## src/rtl/mmr_pkg.sv

```systemverilog
`timescale 1ns / 1ps
package mmr_pkg;

	localparam int MAX_LEN    = 1024;
	localparam int VALUE_BITS = 32;
	localparam int IN_W       = 32;
	localparam int OUT_W      = 11;
	localparam int IDX_W      = $clog2(MAX_LEN);
	localparam int LEN_W      = $clog2(MAX_LEN + 1);
	localparam int ADDR_W     = IDX_W + 1;

	typedef struct packed {
		logic             bank;
		logic [LEN_W-1:0] n;
		logic             ovf;
	} job_t;

	typedef struct packed {
		logic                  en;
		logic [ADDR_W-1:0]     addr;
		logic [VALUE_BITS-1:0] data;
	} vwr_t;

endpackage

```

## src/rtl/mmr_job_fifo.sv

```systemverilog
`timescale 1ns / 1ps
module mmr_job_fifo (
	input  logic         clk,
	input  logic         arst_n,
	input  logic         push,
	input  mmr_pkg::job_t push_job,
	output logic         full,
	input  logic         pop,
	output logic         empty,
	output mmr_pkg::job_t head
);
	import mmr_pkg::*;

	job_t       slot_q [2];
	logic       wp_q;
	logic       rp_q;
	logic [1:0] cnt_q;
	logic       push_ok;
	logic       pop_ok;

	assign full    = (cnt_q == 2'd2);
	assign empty   = (cnt_q == 2'd0);
	assign push_ok = push && !full;
	assign pop_ok  = pop && !empty;
	assign head    = slot_q[rp_q];

	always_ff @(posedge clk) begin
		if (push_ok) begin
			slot_q[wp_q] <= push_job;
		end
	end

	always_ff @(posedge clk or negedge arst_n) begin
		if (!arst_n) begin
			wp_q  <= 1'b0;
			rp_q  <= 1'b0;
			cnt_q <= 2'd0;
		end else begin
			if (push_ok) begin
				wp_q <= !wp_q;
			end
			if (pop_ok) begin
				rp_q <= !rp_q;
			end
			case ({push_ok, pop_ok})
				2'b10:   cnt_q <= cnt_q + 2'd1;
				2'b01:   cnt_q <= cnt_q - 2'd1;
				default: cnt_q <= cnt_q;
			endcase
		end
	end

endmodule

```

## config.mk

```make
export PLATFORM = sky130hd
export DESIGN_NAME = mmr_job_fifo
export DESIGN_NICKNAME = d
export VERILOG_FILES = /design/src/rtl/mmr_pkg.sv /design/src/rtl/mmr_job_fifo.sv
export SDC_FILE = /design/constraint.sdc
export NUM_CORES = 1
export LEC_CHECK = 0
export BUFFER_PORTS_ARGS = -buffer_cell sky130_fd_sc_hd__buf_4
export CORE_MARGIN = 1
export CORE_UTILIZATION = 47
export CTS_BUF_LIST = sky130_fd_sc_hd__clkbuf_2
export DETAILED_ROUTE_END_ITERATION = 16
export GPL_ROUTABILITY_DRIVEN = 0
export PLACE_DENSITY_LB_ADDON = 0.1
export SLEW_MARGIN = 20
export SYNTH_ARGS = -nofsm -noshare
export SYNTH_HDL_FRONTEND = slang
export SYNTH_SLANG_ARGS = --single-unit
```

## constraint.sdc

```tcl
create_clock -name clk -period 1.76 [get_ports clk]
set_clock_uncertainty 0.2 [all_clocks]
set_input_delay 0.352 -clock clk [delete_from_list [all_inputs] [get_ports clk]]
set_output_delay 0.352 -clock clk [all_outputs]
set_load 0.01 [all_outputs]
```

==> impl_metrics.json, run 1 <==
{
  "path_clk_slew_ns": 0.15,
  "ys_seq_area_share_pct": 77.9,
  "ys.flop_type": "edfxtp_1",
  "endpoint_kind": "output pin",
  "insertion_delay_ns": 0.33,
  "synth_commonest_cells": "26 x edfxtp_1, 13 x mux2_2, 4 x dfrtp_1",
  "dr_wl_met2_um": 1200,
  "finalHoldViolCount": 0,
  "worst_ep_arrival_time_ns": 1.35,
  "grt_overflow": 0,
  "wl_um": 2150,
  "drtIter0Drc": 18,
  "cts_tree": "done",
  "rsz0062_at_grt": "yes",
  "synth_top_area_share_pct": 69.0,
  "clockRootBuffer": "clkbuf_2",
  "final_core_util_pct": 77.9,
  "grt_first_pass_wirelength_um": 3240,
  "synth_cell_types": 13,
  "antenna_found_initial": 0,
  "holdWs_ns": 0.124,
  "synthCells": 58,
  "dp_slack_ns": 0.146,
  "worstMarginPinSlew_ns": 0.205,
  "vdd_ir_drop_max_uv": 1340,
  "min_path_type": "in2async",
  "dp_hpwl_um": 1280,
  "violations": "negative setup slack",
  "nets": 135,
  "core_area_um2": 2230,
  "dieWidth_um": 51.1,
  "async_flop_share_pct": 13.3,
  "netlist_top_cells_area": "edfxtp_1 69%, mux2_2 13%, dfrtp_1 8.8%, xnor2_1 2.3%, xor2_1 1.5%",
  "path_max_fanout": 8,
  "clock_sinks": 30,
  "leakagePower_nw": 0.740,
  "drc": 0,
  "vias_per_cell": 4.76,
  "dieArea_um2": 2610,
  "grt_max_degree": 11,
  "drv_slew": 0,
  "htreeDepth": 2,
  "dr_total_vias": 695,
  "yosysTopAreaCell": "edfxtp_1",
  "path_class": "reg2out",
  "grt_usage_pct": 18.8,
  "cpPeakStageDelay_ns": 0.41,
  "port_buffers": 31,
  "period_needed_ns": 1.90,
  "cts_buffers": 5,
  "critPathMostFrequentCell": "buf_6",
  "num_antenna_cells": 0,
  "routed.top_layer": "met4",
  "required_ns": 1.21,
  "power_w": 0.00260,
  "drt_first_pass_iters": 4,
  "slowest_stage": "dfrtp_1",
  "synth.most_common_cell": "edfxtp_1",
  "first_global_vias": 742,
  "status": "finished, violations left",
  "max_freq_ghz": 0.525,
  "synth_edf_count": 26,
  "critPathLaunchType": "flop",
  "io_pins": 32,
  "crit_chain": "buf_6 -> mux2_4 -> buf_6",
  "wl_met3_um": 87,
  "cap_violations": 0,
  "initial_core_util_pct": 50.6,
  "ant_nets": 0,
  "ys_seq_elements": 30,
  "synthToLayoutAreaGrowth_pct": 53.9,
  "fin_crit_sh_pct": 108,
  "slew_headroom_pct": 86.3,
  "syn_nets": 76,
  "setup_slack_ns": -0.144,
  "wl_per_cell_um": 14.7,
  "die_h_um": 51.1,
  "drive_gt1_share_pct": 51.7,
  "ys.warnings.count": 0,
  "clock_path_buffers": 2,
  "syn_area_um2": 1130,
  "drt-met1-wl_um": 790,
  "finalSetupViolations": 13,
  "syn_avg_cell_area_um2": 19.5,
  "core.rowCount": 17,
  "power_density_nw_per_um2": 1490
}
-- cell type report --
cell class / count / area [µm²]
clock inverters: 3 / 16.3
clock buffers: 5 / 25.0
well taps: 28 / 35.0
flip-flops and latches: 30 / 881
multi-input cells: 26 / 290
inverters: 1 / 3.75
repair buffers: 53 / 489
fillers: 137 / 493
-- sequential cells by signal (all words and copies together), names as in the netlist --
signal	count
cnt_q	2
slot_q	26
wp_q	1
rp_q	1
-- cells in the final DEF (no fill, tap or decap), drive strengths merged, types with 2 or more instances in the layout --
cell type	instances
buf	39
edfxtp	26
dlygate4sd3	14
mux2	13
clkbuf	5
dfrtp	4
xnor2	3
nor2	3
xor2	2
clkinv	2
-- per-stage QoR --
step	instance area (µm²)	TNS, ns	std cells
2_1_floorplan	1130	0	58
3_3_place_gp	1440	0	122
3_5_place_dp	1440	0	122
4_1_cts	1730	-1.95	145
5_1_grt	1740	-2.57	146
6_report	1740	-1.69	146
-- power breakdown --
part | total, W | switching, W | leakage, nW | internal [W]
combinational | 0.00121 | 0.000486 | 0.425 | 0.000725
sequential | 0.00107 | 0.0000820 | 0.288 | 0.000984
clock | 0.000318 | 0.000227 | 0.0264 | 0.0000910
total | 0.00260 | 0.000795 | 0.740 | 0.00180
-- kinds of logic after synthesis --
logic type | Yosys count | share of synthesized area (%)
xor gates and xnor gates | 5 | 3.87
adders and majority gates | 1 | 1.11
buffers and inverters | 2 | 0.996
DFF | 30 | 77.9
muxes | 13 | 12.9
and+or+nand+nor | 7 | 3.21
-- critical path: cells and delay by family (launching register included) --
kind / cells / cell delay (ns)
multiplexers: 1 / 0.32
buffers and inverters: 2 / 0.29
flip-flops: 1 / 0.41
-- final timing paths --
check / from / end / slack (ns) / depth (start not counted)
min reg2reg: cnt_q[1]$_DFFE_PN0P_ / cnt_q[1]$_DFFE_PN0P_ / 0.31 / 1
min in group clk: push / wp_q$_DFFE_PN0N_ / 0.17 / 3
max reg2reg: cnt_q[1]$_DFFE_PN0P_ / cnt_q[1]$_DFFE_PN0P_ / 0.12 / 5
max: rp_q$_DFFE_PN0P_ / head[12] / -0.14 / 3
max in group asynchronous: arst_n / cnt_q[1]$_DFFE_PN0P_ / 1.13 / 2
min: arst_n / wp_q$_DFFE_PN0N_ / 0.12 / 2
-- routing by layer --
metal  track usage, %  up-vias
li1                 -      332
met1             18.9      329
met2             33.8       25
met3             4.46        9
met4             13.0        0
met5                0        -
-- what timing repair did --
action / 4_1_cts / 5_1_grt
gates cloned: 0 / 0
gates resized for setup: 28 / 0
setup endpoints to repair: 13 / 15
hold buffers: 14 / 0
setup buffers: 1 / 1
hold endpoints to repair: 30 / 0
Power figures use the tool's default switching activity.
==> inputs of run 2 (changes only) <==
- CELL_PAD_IN_SITES_DETAIL_PLACEMENT: default -> 2
- CELL_PAD_IN_SITES_GLOBAL_PLACEMENT: default -> 2
- CORE_UTILIZATION: 47 -> 34
==> impl_metrics.json, run 2 (synthesis results as in run 1) <==
{
  "status": "finished, violations left",
  "violations": "negative setup slack",
  "placedInstanceArea_um2": 1460,
  "fin_crit_sh_pct": 114,
  "first_global_vias": 785,
  "register_area_um2": 885,
  "finalHoldViolCount": 0,
  "min_path_type": "in2async",
  "drtIter0Drc": 23,
  "antenna_found_initial": 0,
  "vias_per_cell": 4.50,
  "wl_per_cell_um": 21.8,
  "io_pins": 32,
  "final_cell_mix": "26 x edfxtp_1, 22 x buf_4, 17 x buf_6, 14 x dlygate4sd3_1, 13 x mux2_4",
  "largest_register_ff_count": 26,
  "power_density_nw_per_um2": 1580,
  "drc": 0,
  "cts_buffers": 5,
  "clock_path_buffers": 2,
  "grt_overflow": 0,
  "finalSetupViolations": 13,
  "required_ns": 1.21,
  "dr_total_vias": 734,
  "max_freq_ghz": 0.497,
  "worstMarginPinSlew_ns": 0.198,
  "slowest_stage": "dfrtp_2",
  "core.rowCount": 20,
  "grt_max_degree": 14,
  "worst-path-buf-inv": 2,
  "ant_nets": 0,
  "endpoint_kind": "output pin",
  "final_area_um2": 1810,
  "dieArea_um2": 3560,
  "finalNonFillerCells": 163,
  "clockRootBuffer": "clkbuf_2",
  "drv_slew": 0,
  "slew_headroom_pct": 86.8,
  "final_common_cell": "edfxtp_1",
  "rsz0062_at_grt": "yes",
  "dp_cells": 137,
  "initial_core_util_pct": 36.5,
  "cpPeakStageDelay_ns": 0.48,
  "critPathLaunchType": "flop",
  "wl_um": 3560,
  "r2r-start": "cnt_q[0]$_DFFE_PN0P_",
  "setup_slack_ns": -0.254,
  "port_buffers": 31,
  "die_h_um": 59.7,
  "drive_gt1_share_pct": 58.0,
  "num_antenna_cells": 0,
  "crit_path_start": "rp_q$_DFFE_PN0P_",
  "cts_tree": "done",
  "path_class": "reg2out",
  "path_clk_slew_ns": 0.17,
  "grt_usage_pct": 16.4,
  "dieWidth_um": 59.7,
  "top_register": "slot_q",
  "insertion_delay_ns": 0.39,
  "fillCellCount": 294,
  "clock_sinks": 30,
  "nets": 136,
  "htreeDepth": 2,
  "multiInputGateArea_um2": 308,
  "dp_hpwl_um": 1630,
  "leakagePower_nw": 0.755,
  "power_w": 0.00286,
  "cap_violations": 0,
  "synthToLayoutAreaGrowth_pct": 59.7,
  "path_max_fanout": 5,
  "worst_ep_arrival_time_ns": 1.46,
  "core_area_um2": 3100,
  "vdd_ir_drop_max_uv": 821,
  "critPathTopFamily": "flip-flops",
  "drt_first_pass_iters": 4,
  "grt_first_pass_wirelength_um": 3860,
  "crit_chain": "buf_6 -> mux2_4 -> buf_6",
  "holdWs_ns": 0.0777,
  "critPathMostFrequentCell": "buf_6",
  "period_needed_ns": 2.01,
  "dp_slack_ns": 0.0561,
  "reg.largest.list": "slot_q x26, cnt_q x2"
}
==> run 2: cell count changes in the layout (fill, tap and decap cells not counted), moves of 2 or more <==
cell / change
buf_4: -2
buf_6: +2
dfrtp_1: -3
dfrtp_2: +3
nor2_1: -2
==> run 2: layout make-up <==
cell class	instances	area share, %
Clock buffer	6	1.66
Clock inverter	2	0.485
Inverter	1	0.208
Multi-Input combinational cell	26	17.0
Sequential cell	30	49.0
Tap cell	44	3.05
Timing Repair Buffer	54	28.6
==> run 2: per-stage QoR <==
| step | setup TNS, ns | util [%] |
|---|---|---|
| after floorplan | 0 | - |
| after global placement | 0 | 47.2 |
| after CTS | -2.66 | 53.7 |
| final | -3.18 | 58.2 |
| after global routing | -4.23 | 58.2 |
| after detailed placement | 0 | 47.2 |
==> run 2: path summary, 6_finish.rpt <==
path / cells past startpoint / endpoint / slack [ns]
min in group clk: 3 / rp_q$_DFFE_PN0P_ / 0.12
setup reg to reg: 5 / cnt_q[1]$_DFFE_PN0P_ / 0.04
hold / removal: 2 / rp_q$_DFFE_PN0P_ / 0.08
hold reg to reg: 1 / wp_q$_DFFE_PN0N_ / 0.37
setup / recovery: 3 / head[2] / -0.25
max in group asynchronous: 2 / wp_q$_DFFE_PN0N_ / 1.14
==> run 2: repair_timing <==
action                                  CTS  global route
cloned                                    0             1
buffers inserted                          2             1
pin swaps                                 0             0
hold endpoints to repair                 30             0
hold buffers                             14             0
resized for setup                         3            36
endpoints found under the setup margin   15            16
==> run 2: report_power, final <==
part / internal (W) / leakage [nW] / switching [W]
Sequential: 0.000993 / 0.285 / 0.000130
Combinational: 0.000804 / 0.440 / 0.000581
Clock: 0.0000974 / 0.0304 / 0.000254
==> run 2: routing by layer <==
layer	global-route usage (%)	vias up	share of wire, %
met3	4.55	7	3.6
met4	6.98	0	2.3
met1	16.7	373	38
li1	-	334	-
met2	30.8	20	56
met5	0	-	0
==> run 2: worst register-to-register path, delay by kind of cell, from the launching register on <==
| kind | cells | cell delay [ns] |
|---|---|---|
| simple gates | 3 | 0.49 |
| flops | 1 | 0.48 |
| xor+xnor | 1 | 0.16 |
| fa+ha+maj | 1 | 0.32 |
==> inputs of run 3 (changes only) <==
- REMOVE_ABC_BUFFERS: default -> 1
==> impl_metrics.json, run 3 (synthesis results as in run 1) <==
{
  "clock_sinks": 30,
  "grt_overflow": 0,
  "dp_cells": 138,
  "die_h_um": 59.7,
  "period_needed_ns": 1.95,
  "initial_core_util_pct": 36.5,
  "first_global_vias": 766,
  "leakagePower_nw": 0.747,
  "wl_um": 2470,
  "endpoint_kind": "output pin",
  "cap_violations": 0,
  "worst-path-buf-inv": 2,
  "p_clk_share_pct": 12.4,
  "antenna_found_initial": 0,
  "slowest_stage": "dfrtp_1",
  "finalSetupViolations": 13,
  "cpPeakStageDelay_ns": 0.42,
  "largest_register_ff_count": 26,
  "final_area_um2": 1770,
  "core.rowCount": 20,
  "critPathLaunchType": "flop",
  "cts_buffers": 5,
  "grt_max_degree": 9,
  "r2r-start": "cnt_q[0]$_DFFE_PN0P_",
  "status": "finished, violations left",
  "power_w": 0.00267,
  "finalHoldViolCount": 0,
  "cts_tree": "done",
  "path_class": "reg2out",
  "switchingPower_w": 0.000831,
  "placedInstanceArea_um2": 1460,
  "io_pins": 32,
  "vdd_ir_drop_max_uv": 723,
  "ant_nets": 0,
  "grt_first_pass_wirelength_um": 3840,
  "worst_ep_arrival_time_ns": 1.39,
  "dieArea_um2": 3560,
  "fillCellCount": 309,
  "finalNonFillerCells": 161,
  "reg.largest.list": "slot_q x26, cnt_q x2",
  "nets": 135,
  "setup_slack_ns": -0.186,
  "clock_path_buffers": 2,
  "core_area_um2": 3100,
  "clockRootBuffer": "clkbuf_2",
  "p_comb_share_pct": 47.0,
  "top_register": "slot_q",
  "synthToLayoutAreaGrowth_pct": 56.6,
  "required_ns": 1.21,
  "slew_headroom_pct": 88.9,
  "drive_gt1_share_pct": 54.7,
  "path_max_fanout": 8,
  "fin_crit_sh_pct": 111,
  "worstMarginPinSlew_ns": 0.167,
  "power_density_nw_per_um2": 1510,
  "grt_usage_pct": 16.5,
  "r2r_slack_ns": 0.13,
  "violations": "negative setup slack",
  "critPathMostFrequentCell": "buf_6",
  "dieWidth_um": 59.7,
  "dr_total_vias": 682,
  "max_freq_ghz": 0.514,
  "port_buffers": 31,
  "r2r_cells": 5,
  "min_path_type": "in2async",
  "final_common_cell": "edfxtp_1",
  "power_frac_seq_pct": 40.6,
  "insertion_delay_ns": 0.36,
  "rsz0062_at_grt": "yes",
  "drv_slew": 0,
  "timing.rr.end": "cnt_q[1]$_DFFE_PN0P_",
  "path_clk_slew_ns": 0.17,
  "critPathTopFamily": "flip-flops",
  "swShare_pct": 31.1,
  "crit_chain": "buf_6 -> mux2_4 -> buf_6",
  "num_antenna_cells": 0,
  "vias_per_cell": 4.24,
  "drc": 0,
  "final_cell_mix": "26 x edfxtp_1, 23 x buf_4, 16 x buf_6, 14 x dlygate4sd3_1, 13 x mux2_4",
  "wl_per_cell_um": 15.3,
  "htreeDepth": 2,
  "drtIter0Drc": 16,
  "drt_first_pass_iters": 4,
  "dp_hpwl_um": 1480,
  "intPower_w": 0.00184,
  "dp_slack_ns": 0.129
}
run 3: cell count changes in the layout (fill, tap and decap cells not counted), sizes merged:
cell    before  now
clkinv       2    0
buf         40   39
clkbuf       6    7
run 3: power groups by stage:
stage               combinational, W  clock (W)  sequential [W]
finish                       0.00126   0.000331         0.00109
global route                 0.00135   0.000366         0.00110
CTS                          0.00124   0.000333         0.00106
detailed placement          0.000939          0         0.00107
global placement            0.000928          0         0.00106
floorplan                   0.000458          0         0.00109
run 3: metal layers:
layer / GRT usage [%] / share of wire [%] / vias to the layer above
li1: - / - / 332
met1: 18.1 / 42 / 325
met2: 27.1 / 52 / 21
met3: 8.66 / 4.5 / 4
met4: 5.98 / 1.3 / 0
met5: 0 / 0 / -
run 3: worst register-to-register path: cells and delay by family, from the launching register on:
family,cells,cell delay [ns]
DFF,1,0.45
adders and majority gates,1,0.32
and+or+nand+nor,3,0.42
xor gates and xnor gates,1,0.18
run 3: how the worst max path moves through the flow:
stage,from,to,slack [ns],depth (start not counted)
CTS,rp_q$_DFFE_PN0P_,head[8],-0.20,3
finish,rp_q$_DFFE_PN0P_,head[2],-0.19,3
floorplan,cnt_q[0]$_DFFE_PN0P_,slot_q[0][0]$_DFFE_PP_,-0.03,3
global route,rp_q$_DFFE_PN0P_,head[2],-0.26,3
global placement,rp_q$_DFFE_PN0P_,head[8],0.21,3
detailed placement,cnt_q[0]$_DFFE_PN0P_,cnt_q[1]$_DFFE_PN0P_,0.13,5
run 3: area by class of cell:
type,instances,area [µm²],area share (%)
clock buffers,7,35.0,1.98
multi-input cells,26,303,17.1
repair buffers,53,493,27.8
inverters,1,3.75,0.212
well taps,44,55.1,3.11
flip-flops and latches,30,882,49.8
run 3: timing repair:
action | in CTS | in global routing
hold endpoints to repair | 30 | 0
buffers inserted | 2 | 0
gates resized for setup | 28 | 6
hold buffers | 14 | 0
endpoints found under the setup margin | 14 | 16
run 3: metrics by stage:
stage               TNS [ns]  hold WS (ns)  util, %
floorplan             -0.375        -0.144        -
global placement           0       -0.0467     46.9
detailed placement         0       -0.0458     46.9
CTS                    -2.39        0.0789     56.5
global route           -3.09        0.0633     57.1
finish                 -2.10        0.0921     57.1
