## src/rtl/mmr_pkg.sv

```systemverilog
`timescale 1ns / 1ps
package mmr_pkg;

	localparam int MAX_LEN    = 1024;
	localparam int VALUE_BITS = 32;
	localparam int IN_W       = 32;
	localparam int OUT_W      = 11;
	localparam int IDX_W      = $clog2(MAX_LEN);
	localparam int LEN_W      = $clog2(MAX_LEN + 1);
	localparam int ADDR_W     = IDX_W + 1;

	typedef struct packed {
		logic             bank;
		logic [LEN_W-1:0] n;
		logic             ovf;
	} job_t;

	typedef struct packed {
		logic                  en;
		logic [ADDR_W-1:0]     addr;
		logic [VALUE_BITS-1:0] data;
	} vwr_t;

endpackage

```

## src/rtl/mmr_in_if.sv

```systemverilog
`timescale 1ns / 1ps
interface mmr_in_if;
	import mmr_pkg::*;

	logic            valid;
	logic            ready;
	logic [IN_W-1:0] value;
	logic            last;

	modport source (output valid, output value, output last, input ready);
	modport sink (input valid, input value, input last, output ready);

endinterface

```

## src/rtl/mmr_front.sv

```systemverilog
`timescale 1ns / 1ps
module mmr_front (
	input  logic          clk,
	input  logic          arst_n,
	mmr_in_if.sink        item,
	output mmr_pkg::vwr_t vwr,
	output logic          push,
	output mmr_pkg::job_t push_job,
	input  logic          release_job
);
	import mmr_pkg::*;

	logic [LEN_W-1:0] cnt_q;
	logic             drop_q;
	logic             bank_q;
	logic [1:0]       busy_q;
	logic             acc;
	logic             keep;
	logic [LEN_W-1:0] n_next;

	// hold off while both value banks belong to unfinished sequences
	assign item.ready = (busy_q != 2'd2);
	assign acc        = item.valid && item.ready;
	assign keep       = (cnt_q < LEN_W'(MAX_LEN));
	assign n_next     = keep ? LEN_W'(cnt_q + 1'b1) : cnt_q;

	assign vwr.en   = acc && keep;
	assign vwr.addr = {bank_q, cnt_q[IDX_W-1:0]};
	assign vwr.data = VALUE_BITS'(item.value);

	assign push          = acc && item.last;
	assign push_job.bank = bank_q;
	assign push_job.n    = n_next;
	assign push_job.ovf  = drop_q || !keep;

	always_ff @(posedge clk or negedge arst_n) begin
		if (!arst_n) begin
			cnt_q  <= '0;
			drop_q <= 1'b0;
			bank_q <= 1'b0;
			busy_q <= 2'd0;
		end else begin
			if (acc) begin
				if (item.last) begin
					cnt_q  <= '0;
					drop_q <= 1'b0;
					bank_q <= !bank_q;
				end else begin
					cnt_q  <= n_next;
					drop_q <= drop_q || !keep;
				end
			end
			case ({push, release_job})
				2'b10:   busy_q <= busy_q + 2'd1;
				2'b01:   busy_q <= busy_q - 2'd1;
				default: busy_q <= busy_q;
			endcase
		end
	end

endmodule

```

## src/flat_wrapper.sv

```systemverilog
// flat-port wrapper written by rule: the top's interface ports become plain ports
module mmr_front_flat import mmr_pkg::*;
  (clk, arst_n, vwr, push, push_job, release_job, item_valid, item_value, item_last, item_ready);
  mmr_in_if item_i ();
  input  logic clk;
  input  logic arst_n;
  output mmr_pkg::vwr_t vwr;
  output logic push;
  output mmr_pkg::job_t push_job;
  input  logic release_job;
  input wire logic [$bits(item_i.valid)-1:0] item_valid;
  input wire logic [$bits(item_i.value)-1:0] item_value;
  input wire logic [$bits(item_i.last)-1:0] item_last;
  output wire logic [$bits(item_i.ready)-1:0] item_ready;
  assign item_i.valid = item_valid;
  assign item_i.value = item_value;
  assign item_i.last = item_last;
  assign item_ready = item_i.ready;
  mmr_front u_core (.clk(clk), .arst_n(arst_n), .item(item_i), .vwr(vwr), .push(push), .push_job(push_job), .release_job(release_job));
endmodule
```

## config.mk

```make
export PLATFORM = sky130hd
export DESIGN_NAME = mmr_front_flat
export DESIGN_NICKNAME = d
export VERILOG_FILES = /design/src/rtl/mmr_pkg.sv /design/src/rtl/mmr_in_if.sv /design/src/rtl/mmr_front.sv /design/src/flat_wrapper.sv
export SDC_FILE = /design/constraint.sdc
export NUM_CORES = 1
export LEC_CHECK = 0
export BUFFER_PORTS_ARGS = -buffer_cell sky130_fd_sc_hd__buf_2
export CORE_MARGIN = 1
export CORE_UTILIZATION = 44
export DETAILED_ROUTE_END_ITERATION = 6
export PLACE_DENSITY_LB_ADDON = 0.08
export SLEW_MARGIN = 30
export SYNTH_ARGS = -nofsm -noshare
export SYNTH_HDL_FRONTEND = slang
export SYNTH_SLANG_ARGS = --single-unit
```

## constraint.sdc

```tcl
create_clock -name clk -period 4.3 [get_ports clk]
set_input_delay 0.645 -clock clk [delete_from_list [all_inputs] [get_ports clk]]
set_output_delay 0.645 -clock clk [all_outputs]
set_load 0.02 [all_outputs]
```

==> run metrics, run 1 <==
status=finished clean; Row Count=19; commonest non-fill, non-tap cells in the layout=buf_2, dfrtp_1, xnor2_1, nand2_1, o21ai_1; Req. time, crit path=3.65 ns; PortBufs=31; Crit Reg-Reg Startpoint=u_core.busy_q[0]; Setup WS post-layout=1.805 ns; H-Tree Depth=1; vias in the first global route=720; via count=about 800; cell taking the most area after synthesis=dfrtp_1; fin crit share=58.01%; register-to-register setup slack=2.68 ns; skew final=~0.013 ns; Overall Global Routing Usage=~15%; Core Footprint=2781 µm²; CTS Buf Count=3; Slew Limit Fails=0; commonest non-fill, non-tap cell in the layout=buf_2; Final min period=around 2.5 ns; endpoints failing hold=0; pre-CTS setup slack=2.131 ns; CTS Sinks=15; synthesized area=1300 µm²; die area=3176 µm²; slowest stage delay, CP=0.59 ns; Final ANT Viol Nets=0; DR WL/cell=~15 µm; synth top area cells=dfrtp_1, buf_4, xnor2_1; critical path's slowest cell=and4b_1; CTS root buffer=clkbuf_4; Iter 0 DRT Violations=14; Max Cap Violations=0; Relative slew margins=around 68%; mean post-synth cell area=9.220 µm²; Ant. Diodes=0; unrepaired setup endpoints after global routing=no; fin area=1120 µm²; Worst path top cell family by delay=simple AND/OR/NAND/NOR gates; crit end category=output pin; Initial Util=46.74%; clk buf depth=2; yosys warns=0; pin count of the biggest net entering global routing=16; Slew @ Worst Pin=0.4777 ns; library cells used by synthesis=32; Leak=0.0005712 µW; clk_lat worst skew=0.29 ns; CP cell instances=and4b_1, nand2_1, xnor2_1, buf_2; sequential area share after synthesis=28.87%; layout cells sized above 1=36.59%; CP arrival=1.85 ns; R2R cell count=6; final setup fails=0; RD Place Congestion=0.7163; synthesis-to-layout area growth=-13.86%; top-area cell type share of the netlist area=28.87%; Most used DFF post-synth=dfrtp_1; CTS Hold Bufs=0; CTS tree=yes; # IOs=96; DRT Pass-1 Iters=4; final setup TNS=0 ns; asr flop ratio synth=100.0%; Die X=56.36 µm; Post-CTS Setup Bufs=0; worst reg2reg endpoint=u_core.busy_q[1]; Post-DP Area=1092 µm²; first-pass GRT wire length=between 3000 and 4000 µm; DR DRC count=0; Post-Synthesis Cells=141; clk slew on worst S/H paths=around 0.11 ns; post-DP HPWL=around 1600 µm; Post-synth EDFFs=0; final WL=2244 µm; Worst Hold Class=input port to asynchronous set/reset pin; Layout Nets=163; Achievable Freq=400.9 MHz; FF+latch count, synth=15; Synth Net Count=180; Die H=56.36 µm; routed vias/inst=5.292; WP buf/inv=1; WS Path Type=flip-flop to output pin; initial antenna violation count=0; crit start category=flip-flop; CTS resizes=0; crit-path max FO=9; worst hold slack=0.2385 ns; maximum vdd drop=around 0.25 mV; Cell Pwr Density=roughly 450 nW/µm²; overflow left after global routing=0
==> registers in the layout (all words and copies together), names as in the netlist <==
name and flops:
u_core.cnt_q 11, u_core.busy_q 2, u_core.drop_q 1, u_core.bank_q 1
==> cells in the mapped netlist (all sizes together), types with 3 or more instances <==
| cell type | instances |
|---|---|
| buf | 52 |
| dfrtp | 15 |
| xnor2 | 11 |
| nand2 | 10 |
| o21ai | 10 |
| o31ai | 6 |
| a21oi | 5 |
| nor2 | 4 |
| and4 | 3 |
| nand2b | 3 |
==> per-layer routing <==
| metal | global-route usage [%] | share of wire [%] |
|---|---|---|
| met3 | 6.912 | 9.8 |
| met2 | 21.77 | 44 |
| met4 | 2.091 | 0.76 |
| met1 | 20.03 | 46 |
| met5 | 0 | 0 |
==> kinds of logic (layout without fill, tap and decap cells) <==
| family | count (synthesis) | count (layout) | share of synthesized area [%] |
|---|---|---|---|
| compound gates | 26 | 26 | 13.57 |
| buf+inv | 54 | 36 | 31.18 |
| fa+ha+maj | 2 | 2 | 1.925 |
| mux | 1 | 1 | 0.8662 |
| xor+xnor | 13 | 13 | 8.758 |
| simple gates | 30 | 30 | 14.82 |
| flops | 15 | 15 | 28.87 |
==> worst register-to-register path: cells and delay by family, from the launching register on <==
kind | cells | cell delay (ns)
flip-flops | 1 | 0.43
XOR/XNOR | 1 | 0.15
AND/OR/NAND/NOR | 4 | 0.71
adder cells (fa/ha/maj) | 1 | 0.27
==> area by class of cell <==
class                           instances  area (µm²)
Tap cell                               31       38.79
Clock inverter                          1       5.005
Sequential cell                        15       375.4
Clock buffer                            3       22.52
Timing Repair Buffer                   31       155.1
Fill cell                             284        1662
Multi-Input combinational cell         72       519.2
Inverter                                1       3.754
==> how the worst max path moves through the flow <==
stage | start | slack, ns | endpoint | depth (start not counted)
final | u_core.cnt_q[10] | 1.81 | push_job[8] | 4
after global placement | u_core.cnt_q[10] | 2.18 | push_job[8] | 4
after CTS | u_core.cnt_q[10] | 1.80 | push_job[8] | 4
after floorplan | u_core.cnt_q[10] | 2.29 | push_job[10] | 5
after global routing | u_core.cnt_q[10] | 1.62 | push_job[8] | 4
after detailed placement | u_core.cnt_q[10] | 2.13 | push_job[8] | 4
==> metrics by stage <==
step	total power, µW	utilization, %	instances
final	504.2	40.26	154
after CTS	516.7	40.26	154
after global routing	545.1	40.26	154
after detailed placement	424.3	39.27	150
after floorplan	431.6	-	141
after global placement	425.8	39.27	150
==> where the power goes <==
group	total, µW	internal (µW)	switching [µW]
logic	222	83.0	139
clock network	86.2	34.6	51.6
registers	196	168	28.7
total	504	285	219
No activity file was read; power rests on OpenSTA's default activity.
==> run 2, diff against run 1 <==
--- a/config.mk
+++ b/config.mk
@@ -7,7 +7,7 @@
 export LEC_CHECK = 0
 export BUFFER_PORTS_ARGS = -buffer_cell sky130_fd_sc_hd__buf_2
 export CORE_MARGIN = 1
-export CORE_UTILIZATION = 44
+export CORE_UTILIZATION = 40
 export DETAILED_ROUTE_END_ITERATION = 6
 export PLACE_DENSITY_LB_ADDON = 0.08
 export SLEW_MARGIN = 30
==> constraint.sdc (replaced) <==
create_clock -name clk -period 2.35 [get_ports clk]
set_input_delay 0.3525 -clock clk [delete_from_list [all_inputs] [get_ports clk]]
set_output_delay 0.3525 -clock clk [all_outputs]
set_load 0.02 [all_outputs]
==> run metrics, run 2 (synthesized netlist as in run 1, its figures left out) <==
status=finished clean; vias in the first global route=731; Final min period=2.168 ns; clk slew on worst S/H paths=0.11 ns; routed vias/inst=4.716; most flop-heavy register=u_core.cnt_q; via count=797; RD Place Congestion=between 0.6 and 0.7; Largest register FFs=11; final setup fails=0; endpoints failing hold=0; Layout Nets=165; Core Footprint=between 3000 and 4000 µm²; Ant. Diodes=0; H-Tree Depth=1; CTS Sinks=15; crit end category=output pin; commonest non-fill, non-tap cells in the layout=buf_2, dfrtp_1, xnor2_1, nand2_1, o21ai_1; switch share=43.25%; crit-path max FO=9; unrepaired setup endpoints after global routing=no; Max Cap Violations=0; # IOs=96; die area=3482 µm²; post-DP HPWL=1761 µm; Sequential Power Share=38.5%; clk_lat worst skew=0.29 ns; Final ANT Viol Nets=0; first-pass GRT wire length=3594 µm; skew final=0.01257 ns; initial antenna violation count=0; Die H=59.01 µm; critical path's slowest cell=and4b_1; commonest non-fill, non-tap cell in the layout=buf_2; Cell Pwr Density=around 810 nW/µm²; crit start category=flip-flop; CP Depth=4; synthesis-to-layout area growth=-11.26%; maximum vdd drop=0.5317 mV; CP cell instances=and4b_1, nand2_1, xnor2_1, buf_2; Overall Global Routing Usage=13.87%; fin crit share=92.26%; Largest regs=u_core.cnt_q (11), u_core.busy_q (2); Clock Power Share=16.8%; sw power=403.3 µW; CTS tree=yes; CTS root buffer=clkbuf_4; overflow left after global routing=0; DRT Pass-1 Iters=2; pin count of the biggest net entering global routing=16; fin area=1154 µm²; DR DRC count=0; DR WL/cell=around 14 µm; CP arrival=between 1.5 and 2 ns; clk buf depth=2; Initial Util=42.24%; final WL=2328 µm; Req. time, crit path=2.00 ns; Die X=~59 µm; hold depth=3; layout cells sized above 1=36.80%; Relative slew margins=71.97%; Worst Hold Class=input port to flip-flop; CTS Buf Count=3; Slew @ Worst Pin=about 0.42 ns; Pint=529.2 µW; Slew Limit Fails=0; logic gate share of total power=44.8%; PortBufs=31; final setup TNS=0 ns; Worst path top cell family by delay=simple AND/OR/NAND/NOR gates; WP buf/inv=1; slowest stage delay, CP=around 0.55 ns; Achievable Freq=around 460 MHz; Post-DP Area=1116 µm²; Iter 0 DRT Violations=10; Post-CTS Setup Bufs=0; Row Count=20; Leak=0.0005800 µW; WS Path Type=flip-flop to output pin; R2R cell count=6
-- run 2: cell types whose count changed in the layout (fill, tap and decap cells not counted) --
cell	previous run	this run
dlygate4sd3_1	0	1
buf_4	0	1
-- run 2: path summary, 6_finish.rpt --
check                                  from                to  slack (ns)
max in group asynchronous            arst_n   u_core.cnt_q[0]        1.58
hold reg to reg            u_core.busy_q[1]  u_core.busy_q[1]        0.46
hold / removal                  release_job  u_core.busy_q[0]        0.37
min in group asynchronous            arst_n   u_core.cnt_q[5]        0.49
setup / recovery           u_core.cnt_q[10]       push_job[8]        0.18
setup reg to reg           u_core.busy_q[0]  u_core.busy_q[1]        0.69
-- run 2: per-layer routing --
layer | wire (µm) | GRT usage, % | up-vias
li1 | - | - | 400
met1 | 1095 | 18.58 | 345
met2 | 982 | 20.45 | 44
met3 | 194 | 4.367 | 8
met4 | 54 | 6.122 | 0
met5 | 0 | 0 | -
-- run 2: timing repair --
item	in CTS	in global routing
resized for setup	0	0
hold buffers	1	0
hold endpoints to repair	15	0
-- run 2: metrics by stage --
stage	power (µW)	util, %	setup slack (ns)	cells	hold WS, ns
after floorplan	789.8	-	0.6316	141	0.05691
after global placement	788.8	36.26	0.5282	164	0.2912
after detailed placement	788.1	36.26	0.4736	164	0.2866
after CTS	953.6	37.48	0.1438	169	0.3580
after global routing	1010	37.48	0.04494	169	0.3809
final	932.6	37.48	0.1819	169	0.3692
-- run 2: tightest hold or removal path, stage by stage --
cell and delay, ns:
buf_2 0.08, ha_1 0.14, xnor2_1 0.06
-- run 2: power groups by stage --
stage	Sequential, µW	Combinational [µW]	Clock (µW)
after global placement	363	426	0
after CTS	360	426	167
after detailed placement	364	424	0
final	359	417	156
after floorplan	352	437	0
after global routing	370	462	178
-- run 2: final cells by class --
class / count / area (µm²)
timing repair buffer: 33 / 172.7
clock inverter: 1 / 5.005
inverter: 1 / 3.754
clock buffer: 3 / 22.52
tap: 44 / 55.05
fill: 330 / 1924
sequential: 15 / 375.4
multi-input combinational: 72 / 519.2
==> run 3, diff against run 2 <==
==> constraint.sdc (replaced) <==
create_clock -name clk -period 2.35 [get_ports clk]
set_input_delay 0.47 -clock clk [delete_from_list [all_inputs] [get_ports clk]]
set_output_delay 0.47 -clock clk [all_outputs]
set_load 0.02 [all_outputs]
==> run metrics, run 3 (synthesized netlist as in run 1, its figures left out) <==
clk slew on worst S/H paths=0.10 ns; Initial Util=42.24%; Post-Route M1 WL=1079 µm; Iter 0 DRT Violations=23; final setup fails=0; status=finished clean; final WL=2369 µm; fin crit share=92.09%; PortBufs=31; unrepaired setup endpoints after global routing=no; CP cell instances=and4b_2, nand2_1, xnor2_1, buf_2; clk_lat worst skew=0.29 ns; CTS tree=yes; Slew Limit Fails=0; routed vias/inst=4.751; maximum vdd drop=0.5451 mV; Ant. Diodes=0; via count=803; Leak=0.0005779 µW; vias in the first global route=744; H-Tree Depth=1; Worst Hold Class=input port to asynchronous set/reset pin; # IOs=96; layout cells sized above 1=a little under two fifths; pin count of the biggest net entering global routing=16; commonest non-fill, non-tap cells in the layout=buf_2, dfrtp_1, xnor2_1, nand2_1, o21ai_1; Cell Pwr Density=810.4 nW/µm²; first-pass GRT wire length=3615 µm; post-DP HPWL=approximately 1800 µm; Slew @ Worst Pin=0.3938 ns; routed wl met3=between 200 and 250 µm; critical path's slowest cell=dfrtp_1; Max Cap Violations=0; Setup WS post-layout=0.1859 ns; CTS Sinks=15; Layout Nets=165; Post-CTS Setup Bufs=0; initial antenna violation count=0; DR WL/cell=14.02 µm; Largest register FFs=11; Cell Count, Final, Fillers Out=169; Req. time, crit path=1.88 ns; worst hold slack=a little over 0.07 ns; dpl cells=165; CTS Buf Count=3; final setup TNS=0 ns; slowest stage delay, CP=0.48 ns; Die H=59.01 µm; WS Path Type=flip-flop to output pin; CTS root buffer=clkbuf_4; pre-CTS setup slack=0.3746 ns; synthesis-to-layout area growth=-11.45%; crit start category=flip-flop; DRT Pass-1 Iters=4; CTS Hold Bufs=0; Row Count=20; Relative slew margins=73.74%; Largest regs=u_core.cnt_q (11), u_core.busy_q (2); crit-path max FO=9; Final min period=2.164 ns; CTS resizes=0; Achievable Freq=462.1 MHz; clk buf depth=2; CP arrival=1.69 ns; top routing layer used=met4; DR DRC count=0; RD Place Congestion=0.6898; commonest non-fill, non-tap cell in the layout=buf_2; crit end category=output pin; Final ANT Viol Nets=0; most flop-heavy register=u_core.cnt_q; overflow left after global routing=0; Core Footprint=3078 µm²; endpoints failing hold=0; Overall Global Routing Usage=14.05%; die area=3482 µm²; Util after Layout=37.40%; routed wl met2=1013 µm; Die X=59.01 µm; skew final=0.004221 ns
==> run 3: changes by cell type in the layout (fill, tap and decap cells not counted), sizes merged <==
cell	before	now
clkbuf	3	4
buf	32	33
clkinv	1	0
dlygate4sd3	1	0
==> run 3: area by class of cell <==
cell class,instances,area [µm²]
Sequential cell,15,375.4
Clock buffer,4,26.28
Tap cell,44,55.05
Timing Repair Buffer,33,170.2
Inverter,1,3.754
Multi-Input combinational cell,72,520.5
Fill cell,331,1927
==> run 3: worst paths after layout <==
check                            startpoint          endpoint  slack, ns  cells after the start
setup / recovery           u_core.cnt_q[10]       push_job[8]       0.19                      4
max in group asynchronous            arst_n     u_core.bank_q       2.02                      1
hold / removal                       arst_n  u_core.busy_q[1]       0.07                      1
setup reg to reg           u_core.busy_q[0]  u_core.busy_q[1]       0.73                      6
hold reg to reg            u_core.busy_q[1]  u_core.busy_q[1]       0.46                      1
min in group clk           u_core.busy_q[1]  u_core.busy_q[1]       0.46                      1
==> run 3: stage by stage <==
| stage | area, µm² | power, µW |
|---|---|---|
| floorplan | 1300 | 789.8 |
| detailed placement | 1124 | 786.3 |
| global placement | 1124 | 788.3 |
| CTS | 1150 | 948.5 |
| finish | 1151 | 932.9 |
| global route | 1151 | 1002 |
==> run 3: per-layer routing <==
| layer | up-vias | track usage, % |
|---|---|---|
| met4 | 0 | 6.122 |
| met2 | 46 | 21.10 |
| met5 | - | 0 |
| met1 | 353 | 17.76 |
| met3 | 8 | 5.677 |
| li1 | 396 | - |
==> run 3: worst max-delay path: cells and delay by family, from the launching register on <==
kind | cells | cell delay (ns)
DFF | 1 | 0.48
buffers and inverters | 1 | 0.18
and+or+nand+nor | 2 | 0.61
xor gates and xnor gates | 1 | 0.14
==> run 3: where the power goes <==
part,switching [µW],internal (µW)
Sequential,53.6,307
Clock,90.0,66.0
Combinational,258,158
Total,402,531
